===== src/rtl/ckb32_pkg.sv =====
// shared types, status codes and alphabet lookup for the base32 key decoder
package ckb32_pkg;

  typedef enum logic [1:0] {
    STATUS_OK        = 2'd0,
    STATUS_BAD_CHAR  = 2'd1,
    STATUS_WRONG_LEN = 2'd2
  } status_t;

  localparam int unsigned SymbolBits = 5;
  localparam int unsigned AccBits    = 12;
  localparam int unsigned CountBits  = 4;
  localparam int unsigned ByteBits   = 8;
  localparam int unsigned EmitBits   = 6;

  typedef struct packed {
    logic                  skip;
    logic                  bad;
    logic [SymbolBits-1:0] value;
  } sym_t;

  typedef struct packed {
    logic                byte_valid;
    logic [ByteBits-1:0] out_byte;
    logic                done_res;
    status_t             status;
  } res_t;

  function automatic sym_t map_char(input logic [7:0] c);
    logic [7:0] u;
    sym_t       s;
    u       = (c >= "a" && c <= "z") ? c - 8'd32 : c;
    s.skip  = 1'b0;
    s.bad   = 1'b0;
    s.value = '0;
    case (u)
      "-", " ", 8'h09, 8'h0A, 8'h0D, "_": s.skip = 1'b1;
      "0", "O": s.value = 5'd0;
      "1", "I", "L": s.value = 5'd1;
      "2": s.value = 5'd2;
      "3": s.value = 5'd3;
      "4": s.value = 5'd4;
      "5": s.value = 5'd5;
      "6": s.value = 5'd6;
      "7": s.value = 5'd7;
      "8": s.value = 5'd8;
      "9": s.value = 5'd9;
      "A": s.value = 5'd10;
      "B": s.value = 5'd11;
      "C": s.value = 5'd12;
      "D": s.value = 5'd13;
      "E": s.value = 5'd14;
      "F": s.value = 5'd15;
      "G": s.value = 5'd16;
      "H": s.value = 5'd17;
      "J": s.value = 5'd18;
      "K": s.value = 5'd19;
      "M": s.value = 5'd20;
      "N": s.value = 5'd21;
      "P": s.value = 5'd22;
      "Q": s.value = 5'd23;
      "R": s.value = 5'd24;
      "S": s.value = 5'd25;
      "T": s.value = 5'd26;
      "V": s.value = 5'd27;
      "W": s.value = 5'd28;
      "X": s.value = 5'd29;
      "Y": s.value = 5'd30;
      "Z": s.value = 5'd31;
      default: s.bad = 1'b1;
    endcase
    return s;
  endfunction

endpackage


===== src/rtl/ckb32_symbol_map.sv =====
// character classification and symbol value lookup
module ckb32_symbol_map (
  input  logic [7:0]     in_char,
  output ckb32_pkg::sym_t sym
);

  assign sym = ckb32_pkg::map_char(in_char);

endmodule


===== src/rtl/ckb32_core.sv =====
// bit accumulator, byte counter, error swallow state and result register
module ckb32_core #(
  parameter int unsigned KEY_BYTES = 32
) (
  input  logic            clk,
  input  logic            rst,
  input  logic            advance,
  input  logic            item_valid,
  input  logic            item_last,
  input  ckb32_pkg::sym_t sym,
  output logic            res_valid,
  output ckb32_pkg::res_t res
);

  localparam logic [ckb32_pkg::EmitBits-1:0] KeyBytesW = ckb32_pkg::EmitBits'(KEY_BYTES);

  logic [ckb32_pkg::AccBits-1:0]   acc, acc_next, acc_shift;
  logic [ckb32_pkg::CountBits-1:0] count, count_next, count_sum;
  logic [ckb32_pkg::EmitBits-1:0]  emitted, emitted_next;
  logic                            swallow, swallow_next;
  logic                            emit;
  ckb32_pkg::res_t                 res_next;

  assign acc_shift = {acc[ckb32_pkg::AccBits-ckb32_pkg::SymbolBits-1:0], sym.value};
  assign count_sum = count + ckb32_pkg::CountBits'(ckb32_pkg::SymbolBits);

  always_comb begin
    acc_next          = acc;
    count_next        = count;
    emitted_next      = emitted;
    swallow_next      = swallow;
    emit              = 1'b0;
    res_next.byte_valid = 1'b0;
    res_next.out_byte = '0;
    res_next.done_res = 1'b0;
    res_next.status   = ckb32_pkg::STATUS_OK;
    if (item_valid) begin
      if (swallow) begin
        if (item_last) begin
          swallow_next = 1'b0;
        end
      end else if (!sym.skip && sym.bad) begin
        acc_next          = '0;
        count_next        = '0;
        emitted_next      = '0;
        swallow_next      = !item_last;
        emit              = 1'b1;
        res_next.done_res = 1'b1;
        res_next.status   = ckb32_pkg::STATUS_BAD_CHAR;
      end else begin
        if (!sym.skip) begin
          acc_next = acc_shift;
          if (count_sum >= ckb32_pkg::CountBits'(ckb32_pkg::ByteBits)) begin
            count_next          = count_sum - ckb32_pkg::CountBits'(ckb32_pkg::ByteBits);
            res_next.byte_valid = 1'b1;
            res_next.out_byte   = ckb32_pkg::ByteBits'(acc_shift >> count_next);
            if (emitted <= KeyBytesW) begin
              emitted_next = emitted + ckb32_pkg::EmitBits'(1);
            end
          end else begin
            count_next = count_sum;
          end
        end
        emit = res_next.byte_valid || item_last;
        if (item_last) begin
          res_next.done_res = 1'b1;
          res_next.status   = (emitted_next == KeyBytesW) ? ckb32_pkg::STATUS_OK
                                                          : ckb32_pkg::STATUS_WRONG_LEN;
          acc_next          = '0;
          count_next        = '0;
          emitted_next      = '0;
        end
      end
    end
  end

  always_ff @(posedge clk) begin
    if (rst) begin
      acc       <= '0;
      count     <= '0;
      emitted   <= '0;
      swallow   <= 1'b0;
      res_valid <= 1'b0;
    end else if (advance) begin
      acc       <= acc_next;
      count     <= count_next;
      emitted   <= emitted_next;
      swallow   <= swallow_next;
      res_valid <= emit;
    end
  end

  always_ff @(posedge clk) begin
    if (advance) begin
      res <= res_next;
    end
  end

endmodule


===== src/rtl/crockford_base32_key_decoder.sv =====
// crockford base32 key decoder top level: input register, decode core, result port
//
// usage
//   request channel: char_valid/char_stall carry in_char and is_last, one key
//   character per request; is_last marks the final character of a key
//   result channel: result_valid/result_stall carry out_byte, byte_valid,
//   done_res and status; a result appears when a byte completes, when a key
//   ends, or both in one result, and also when a bad character is met
//   path: a request goes through the input register and then the result register
//   throughput: one request per cycle while the result side does not stall;
//   the combinational decode between input and result register sets this
//   reset: synchronous, clears the accumulator, counters and error state and
//   empties both registers, so the next character starts a new key
//   stall: a stalled result holds, and char_stall rises in the same cycle so
//   the whole pipeline freezes; nothing is dropped or repeated
//   characters after a bad one are swallowed until is_last, which gives no
//   further result
module crockford_base32_key_decoder #(
  parameter int unsigned KEY_BYTES = 32
) (
  input  logic       clk,
  input  logic       rst,
  input  logic       char_valid,
  output logic       char_stall,
  input  logic [7:0] in_char,
  input  logic       is_last,
  output logic       result_valid,
  input  logic       result_stall,
  output logic [7:0] out_byte,
  output logic       byte_valid,
  output logic       done_res,
  output logic [1:0] status
);

  logic            advance;
  logic            item_valid;
  logic [7:0]      item_char;
  logic            item_last;
  ckb32_pkg::sym_t sym;
  ckb32_pkg::res_t res;

  assign advance    = !(result_valid && result_stall);
  assign char_stall = !advance;

  always_ff @(posedge clk) begin
    if (rst) begin
      item_valid <= 1'b0;
    end else if (advance) begin
      item_valid <= char_valid;
    end
  end

  always_ff @(posedge clk) begin
    if (advance && char_valid) begin
      item_char <= in_char;
      item_last <= is_last;
    end
  end

  ckb32_symbol_map u_map (
    .in_char (item_char),
    .sym     (sym)
  );

  ckb32_core #(
    .KEY_BYTES (KEY_BYTES)
  ) u_core (
    .clk        (clk),
    .rst        (rst),
    .advance    (advance),
    .item_valid (item_valid),
    .item_last  (item_last),
    .sym        (sym),
    .res_valid  (result_valid),
    .res        (res)
  );

  assign out_byte   = res.out_byte;
  assign byte_valid = res.byte_valid;
  assign done_res   = res.done_res;
  assign status     = res.status;

endmodule

===== config.mk =====
export PLATFORM = sky130hd
export DESIGN_NAME = crockford_base32_key_decoder
export DESIGN_NICKNAME = d
export VERILOG_FILES = /design/src/rtl/ckb32_pkg.sv /design/src/rtl/ckb32_symbol_map.sv /design/src/rtl/ckb32_core.sv /design/src/rtl/crockford_base32_key_decoder.sv
export SDC_FILE = /design/constraint.sdc
export NUM_CORES = 1
export LEC_CHECK = 0
export BUFFER_PORTS_ARGS = -buffer_cell sky130_fd_sc_hd__buf_2
export CORE_UTILIZATION = 25
export CTS_CLUSTER_SIZE = 14
export DETAILED_ROUTE_END_ITERATION = 8
export SETUP_SLACK_MARGIN = 0.5
export SLEW_MARGIN = 5
export SYNTH_ARGS = -nofsm -noshare
export SYNTH_HDL_FRONTEND = slang
export SYNTH_SLANG_ARGS = --single-unit

===== constraint.sdc =====
create_clock -name clk -period 3.4 [get_ports clk]
set_input_delay 0.68 -clock clk [delete_from_list [all_inputs] [get_ports clk]]
set_output_delay 0.68 -clock clk [all_outputs]
set_load 0.01 [all_outputs]

==> results of run 1 <==
[logic make-up (layout without fill, tap and decap cells)]
group / Yosys count / count (layout) / synth area share, %
xor+xnor: 6 / 6 / 1.85
buf+inv: 42 / 63 / 6.26
fa+ha+maj: 4 / 4 / 1.76
compound gates: 101 / 101 / 26.5
flops: 41 / 41 / 36.3
mux: 10 / 10 / 3.57
simple gates: 129 / 129 / 23.7
[metrics by stage]
step | hold slack, ns | area, um^2 | setup slack (ns) | std cells | util (%)
final | 0.492 | 3330 | 0.604 | 494 | 30.5
after global routing | 0.512 | 3330 | 0.508 | 494 | 30.5
after CTS | 0.492 | 3310 | 0.598 | 492 | 30.3
after detailed placement | 0.478 | 3110 | 0.400 | 484 | 28.4
after global placement | 0.461 | 3110 | 0.568 | 484 | 28.4
after floorplan | 0.448 | 2840 | 0.906 | 333 | -
[flip-flops by register name, indices dropped and copies added (netlist names)]
register and count:
u_core.res_valid 1, item_char 8, u_core.count 4, u_core.acc 7, item_last 1, item_valid 1
u_core.emitted 6, u_core.res 12, u_core.swallow 1
[layer usage]
layer | up-vias | wire length [um]
li1 | 1285 | -
met1 | 1213 | 3110
met2 | 69 | 3170
met3 | 15 | 310
met4 | 0 | 109
met5 | - | 0
[worst paths after layout]
check / from / endpoint / slack, ns / cells past startpoint
worst max-delay path: item_char[2] / u_core.res[1] / 0.60 / 8
worst min-delay path: u_core.swallow / u_core.swallow / 0.49 / 1
worst max register to register: item_char[2] / u_core.res[1] / 0.60 / 8
worst min register to register: u_core.swallow / u_core.swallow / 0.49 / 1
[cell usage after synthesis (all sizes together) (2+ instances only)]
library cell  instances
a211o                 2
a211oi                2
a21boi                3
a21oi                21
a221oi                2
a31oi                 9
a32oi                 9
and2                  2
and3b                 5
buf                  11
clkbuf               15
dfxtp                20
edfxtp               21
ha                    4
inv                  16
mux2i                 9
nand2                28
nand2b                7
nand3                11
nand3b                2
nand4                 5
nor2                 37
nor2b                 8
nor3                  6
nor3b                 5
o2111ai               3
o211ai                8
o21a                  4
o21ai                13
o22ai                 3
o311ai                4
o31ai                 5
o32ai                 2
or2                   2
or3                   4
or4b                  2
xnor2                 3
xor2                  3
[worst max-delay path: stages, from the launching register on]
cell	delay, ns
edfxtp_1	0.55
buf_4	0.24
or3b_2	0.46
a21oi_1	0.19
o221a_2	0.25
a21oi_2	0.12
or3_1	0.35
a221oi_2	0.30
a21oi_1	0.10
[what timing repair did]
item | CTS | global route
hold buffers | 0 | 0
cloned | 0 | 0
setup buffers | 0 | 2
endpoints found under the setup margin | 4 | 8
pin swaps | 0 | 1
gates resized for setup | 2 | 1
[cell type report]
cell class / count / share of cell area (%)
inverters: 16 / 1.80
well taps: 140 / 5.26
flip-flops and latches: 41 / 31.0
clock inverters: 3 / 1.95
clock buffers: 5 / 3.76
repair buffers: 39 / 6.84
multi-input cells: 250 / 49.4
[report_power, final]
part / switching, mW / internal, mW / total [mW]
Combinational: 0.114 / 0.0746 / 0.188
Sequential: 0.0234 / 0.539 / 0.562
Clock: 0.189 / 0.419 / 0.608
Total: 0.326 / 1.03 / 1.36
==> flow_metrics.py, run 1 <==
metrics = {
    "detailed_routing": {
        "routed_wirelength_mm": 6.71,
        "dr.pass1.iters": 6,
        "via_per_inst": 5.23,
        "via_count": 2582,
        "drt_iter0_markers": 199,
        "ant_nets": 0,
        "drcViolationCount": 0,
        "wl_per_cell_um": 13.6,
    },
    "cts": {
        "clock_latency_ns": 0.28,
        "cts_tree": "done",
        "clock_sinks": 41,
        "clockBufferDepth": 2,
        "path_clk_slew_ns": 0.06,
        "numCtsBuffers": 5,
        "htree_num_levels": 2,
        "cts.root.buffer_cell": "clkbuf_16",
    },
    "sta": {
        "clock.fmax_mhz": 358,
        "rsz0062_at_grt": "no",
        "maxSlewHeadroom_pct": 50.5,
        "fin_skew_ns": 0.00396,
        "min_period_ns": 2.80,
        "setup_tns_ns": 0,
        "finalCritPeriodShare_pct": 82.2,
        "setup_violations": 0,
        "finalMaxSlewViolations": 0,
        "hold_viol": 0,
        "tightest_slew_ns": 0.740,
    },
    "critical_path": {
        "critPathRequiredTime_ns": 3.43,
        "endpoint_kind": "flop",
        "cp_max_fo": 12,
        "path_class": "reg2reg",
        "worstPathArrival_ns": 2.83,
        "crit_path_start_kind": "flop",
    },
    "finish": {
        "most-common-layout-cells": "nor2_1 (37), nand2_1 (28), buf_2 (26)",
        "synthToLayoutAreaGrowth_pct": 17.4,
        "drive_gt1_share_pct": 18.4,
        "final_common_cell": "nor2_1",
        "regArea_mm2": 0.00103,
        "antenna_cells": 0,
        "n_fill_cell": 1175,
        "multi_input_area_mm2": 0.00165,
        "nNetsFinal": 370,
    },
    "die": {
        "io_pins": 27,
        "die_area_mm2": 0.0118,
        "chipHeight_um": 109,
        "initial_core_util_pct": 25.9,
        "core_area_mm2": 0.0109,
        "num_rows": 38,
        "die_w_um": 109,
    },
    "grt": {
        "grt_pass1_wl_mm": 11.4,
        "grt_use_total_pct": 12.0,
        "met2_usage_pct": 19.7,
        "met3_usage_pct": 2.47,
        "grt_max_degree": 18,
        "antenna_found_initial": 0,
        "use_met1_pct": 15.6,
        "grt_pass1_vias": 2437,
        "gr-total-overflow": 0,
        "grt_busiest_layer": "met2",
    },
    "synth": {
        "synth_cell_types": 67,
        "synth_edf_count": 21,
        "yosysWarnings": 0,
        "ys_seq_area_share_pct": 36.3,
        "synthCells": 333,
        "synth-seq-cells": 41,
        "syn-cell-area_mm2": 0.00284,
        "syn_nets": 350,
        "yosys.area.top_type": "edfxtp_1",
        "synthTopCellsByArea": "edfxtp_1 (22%), dfxtp_1 (14%), nor2_1 (4.9%)",
        "ys.flop_type": "edfxtp_1",
        "synthArstFlopShare_pct": 0,
        "synth.avg_cell_area_um2": 8.52,
        "synth_top_area_share_pct": 22.2,
    },
    "power_and_ir_drop": {
        "irDropWorstVdd_v": 0.000209,
        "pwr_density_cell_mw_per_mm2": 408,
        "leakagePower_nw": 1.23,
        "finalPower_mw": 1.36,
    },
    "placement": {
        "io_buffer_count": 26,
        "gp_congestion": 0.807,
        "dp_hpwl_mm": 5.02,
    },
    "job": {
        "drv_cap": 0,
    },
    "min_path": {
        "hold_path.class": "reg2reg",
    },
    "status": {
        "status": "finished clean",
    },
}
Note: power is estimated with default switching activity, not from simulation.
==> run 2, diff against run 1 <==
--- a/config.mk
+++ b/config.mk
@@ -5,6 +5,7 @@
 export SDC_FILE = /design/constraint.sdc
 export NUM_CORES = 1
 export LEC_CHECK = 0
+export ABC_AREA = 1
 export BUFFER_PORTS_ARGS = -buffer_cell sky130_fd_sc_hd__buf_2
 export CORE_UTILIZATION = 25
 export CTS_CLUSTER_SIZE = 14
==> constraint.sdc (replaced) <==
create_clock -name clk -period 2.3 [get_ports clk]
set_input_delay 0.46 -clock clk [delete_from_list [all_inputs] [get_ports clk]]
set_output_delay 0.46 -clock clk [all_outputs]
set_load 0.01 [all_outputs]
==> run 2 against run 1 <==
The flow now finishes with violations (setup timing). Combinational power grew 110%. Cell area grew 21%. Synthesized cell count rose by 26%. Final cell count grew 33%. Synthesized area increased by 2.5%. Sequential share of layout area fell by 5.3 points. Hold slack worse by 0.14 ns. Fmax grew 13%. First-iteration DRC count decreased by 23%. Clock skew grew 0.0020 ns. Die area rose by 2.5%. Largest power group is now registers. Highest routed layer unchanged.
==> flow_metrics.py, run 2 <==
metrics = {
    "status": {
        "status": "finished, violations left",
        "violations": "setup timing",
    },
    "placement": {
        "dp_cells": 629,
        "io_buffer_count": 26,
        "dp_hpwl_mm": 5.66,
        "gp_congestion": 0.884,
    },
    "grt": {
        "gr-total-overflow": 0,
        "grt_pass1_wl_mm": 13.0,
        "antenna_found_initial": 0,
        "grt_pass1_vias": 2927,
        "grt_use_total_pct": 13.6,
        "grt_max_degree": 20,
    },
    "finish": {
        "n_fill_cell": 1182,
        "multi_input_area_mm2": 0.00180,
        "drive_gt1_share_pct": 34.0,
        "largest_reg_flops": 12,
        "final_util_pct": 35.4,
        "nNetsFinal": 528,
        "final_common_cell": "nand2_1",
        "synthToLayoutAreaGrowth_pct": 38.4,
        "max_flop_register": "u_core.res",
        "final_cells": 655,
        "reg.largest.list": "u_core.res (12), item_char (8), u_core.acc (7)",
        "antenna_cells": 0,
        "most-common-layout-cells": "nand2_1 (97), buf_4 (63), nand3_1 (48)",
        "regArea_mm2": 0.00103,
    },
    "detailed_routing": {
        "via_count": 3005,
        "via_per_inst": 4.59,
        "drcViolationCount": 0,
        "wl_per_cell_um": 11.7,
        "dr.pass1.iters": 4,
        "drt_iter0_markers": 153,
        "routed_wirelength_mm": 7.64,
        "ant_nets": 0,
    },
    "power_and_ir_drop": {
        "p_switching_mw": 0.551,
        "combPwrFrac_pct": 19.5,
        "irDropWorstVdd_v": 0.000341,
        "pwr_density_cell_mw_per_mm2": 502,
        "p_seq_share_pct": 40.3,
        "pwr-share-clk_pct": 40.2,
        "leakagePower_nw": 1.87,
        "p_sw_share_pct": 27.3,
        "intPower_mw": 1.47,
    },
    "synth": {
        "synth_cell_types": 41,
        "yosys.area_share.adder_pct": 1.72,
        "syn-cell-area_mm2": 0.00291,
        "synth_edf_count": 21,
        "synth.area.mux_share_pct": 0,
        "synthTopCellsByArea": "edfxtp_1 (22%), dfxtp_1 (14%), nand2_1 (14%)",
        "yosys.area.top_type": "edfxtp_1",
        "synth_top_area_share_pct": 21.7,
        "synth_commonest_cells": "nand2_1 (106), nand3_1 (58), nor2_1 (48)",
        "yosysWarnings": 0,
        "synth_top_family_by_area": "simple AND/OR/NAND/NOR gates",
        "synth_compound_area_share_pct": 11.5,
        "ys_seq_area_share_pct": 35.4,
        "syn_nets": 438,
        "synthSimpleGateAreaFrac_pct": 41.3,
        "synth.avg_cell_area_um2": 6.91,
        "synth_xor_area_share_pct": 0.903,
        "synth_most_common_cell": "nand2_1",
        "synthCells": 421,
        "ys.flop_type": "edfxtp_1",
        "synth-seq-cells": 41,
        "synthArstFlopShare_pct": 0,
    },
    "die": {
        "io_pins": 27,
        "die_area_mm2": 0.0121,
        "chipHeight_um": 110,
        "core_area_mm2": 0.0114,
        "initial_core_util_pct": 25.6,
        "die_w_um": 110,
        "num_rows": 39,
    },
    "sta": {
        "tightest_slew_ns": 0.445,
        "layout_setup_ws_ns": -0.183,
        "maxSlewHeadroom_pct": 70.3,
        "rsz0062_at_grt": "yes",
        "finalCritPeriodShare_pct": 108,
        "hold_viol": 0,
        "min_period_ns": 2.48,
        "finalMaxSlewViolations": 0,
        "fin_skew_ns": 0.00600,
        "clock.fmax_mhz": 403,
        "setup_violations": 29,
    },
    "critical_path": {
        "path_class": "reg2reg",
        "reg2reg_slack_ns": -0.18,
        "crit_path_start_kind": "flop",
        "worstRegToRegCells": 18,
        "rr_startpoint": "item_char[1]",
        "critPathRequiredTime_ns": 2.35,
        "cp_max_fo": 5,
        "worstPathArrival_ns": 2.53,
        "endpoint_kind": "flop",
        "worstReg2RegEnd": "u_core.res[1]",
    },
    "min_path": {
        "holdPathStages": 1,
        "hp-start": "in_char[2]",
        "holdPathEnd": "item_char[2]",
        "hold_path.class": "in2reg",
    },
    "cts": {
        "clock_latency_ns": 0.29,
        "path_clk_slew_ns": 0.06,
        "clockBufferDepth": 2,
        "cts_tree": "done",
        "cts.root.buffer_cell": "clkbuf_16",
        "htree_num_levels": 2,
        "numCtsBuffers": 5,
        "ctsHoldBuffers": 0,
        "clock_sinks": 41,
    },
    "job": {
        "drv_cap": 0,
    },
}
[run 2: cells by family (layout without fill, tap and decap cells)]
logic type | Yosys count | count (layout)
flops | 41 | 41
compound gates | 58 | 58
xor+xnor | 3 | 3
buf+inv | 63 | 152
simple gates | 252 | 254
fa+ha+maj | 4 | 4
[run 2: worst max-delay path by stage]
stage	cells past startpoint	slack (ns)	end	from
2_1_floorplan	20	0.05	u_core.res[1]	item_char[2]
3_3_place_gp	19	-0.20	u_core.res[5]	item_char[2]
3_5_place_dp	19	-0.25	u_core.res[5]	item_char[2]
4_1_cts	19	-0.17	u_core.res[5]	item_char[0]
5_1_grt	16	-0.40	u_core.res[5]	item_char[1]
6_report	18	-0.18	u_core.res[1]	item_char[1]
[run 2: metrics by stage]
step | setup TNS [ns] | hold WS (ns) | power, mW | cell area (um^2) | worst slack [ns]
2_1_floorplan | 0 | 0.441 | 1.04 | 2950 | 0.0518
3_3_place_gp | -2.56 | 0.449 | 1.16 | 3580 | -0.198
3_5_place_dp | -3.80 | 0.454 | 1.17 | 3580 | -0.250
4_1_cts | -2.86 | 0.348 | 2.02 | 3960 | -0.167
5_1_grt | -9.07 | 0.345 | 2.10 | 4030 | -0.398
6_report | -3.64 | 0.349 | 2.02 | 4030 | -0.183
[run 2: critical path: stages (launching register included)]
cell and delay (ns):
edfxtp_1 0.46, nor2_2 0.17, nand2_1 0.09, nand3_2 0.09, nand2_4 0.08, a21oi_4 0.28
nor2_1 0.08, nor2_1 0.13, nand3_2 0.13, nand2_4 0.11, inv_4 0.04, nand3_4 0.09
inv_4 0.05, nand3_1 0.07, nand2_1 0.07, nor2_1 0.10, nand2_1 0.06, nor2_1 0.08
nor2_1 0.05
[run 2: power by group through the flow]
stage / Sequential (mW) / Clock [mW] / Combinational, mW
global route: 0.818 / 0.847 / 0.435
detailed placement: 0.830 / 0 / 0.338
finish: 0.814 / 0.813 / 0.394
global placement: 0.829 / 0 / 0.335
floorplan: 0.835 / 0 / 0.208
CTS: 0.814 / 0.821 / 0.381
[run 2: layout make-up]
type / count / share of cell area (%)
flip-flops and latches: 41 / 25.6
inverters: 51 / 4.94
repair buffers: 93 / 16.3
clock inverters: 3 / 0.994
well taps: 143 / 4.44
clock buffers: 5 / 3.11
multi-input cells: 319 / 44.6
[run 2: timing repair]
action / in CTS / in global routing
cloned: 2 / 0
buffers inserted: 12 / 4
gates resized for setup: 30 / 14
pin swaps: 17 / 8
endpoints found under the setup margin: 31 / 31
[run 2: per-layer routing]
metal  track usage, %  up-vias  share of wire [%]
met4             3.81        0                1.6
met1             17.2     1357                 47
met5                0        -                  0
met2             23.8       62                 48
met3             1.90       17                3.7
li1                 -     1569                  -
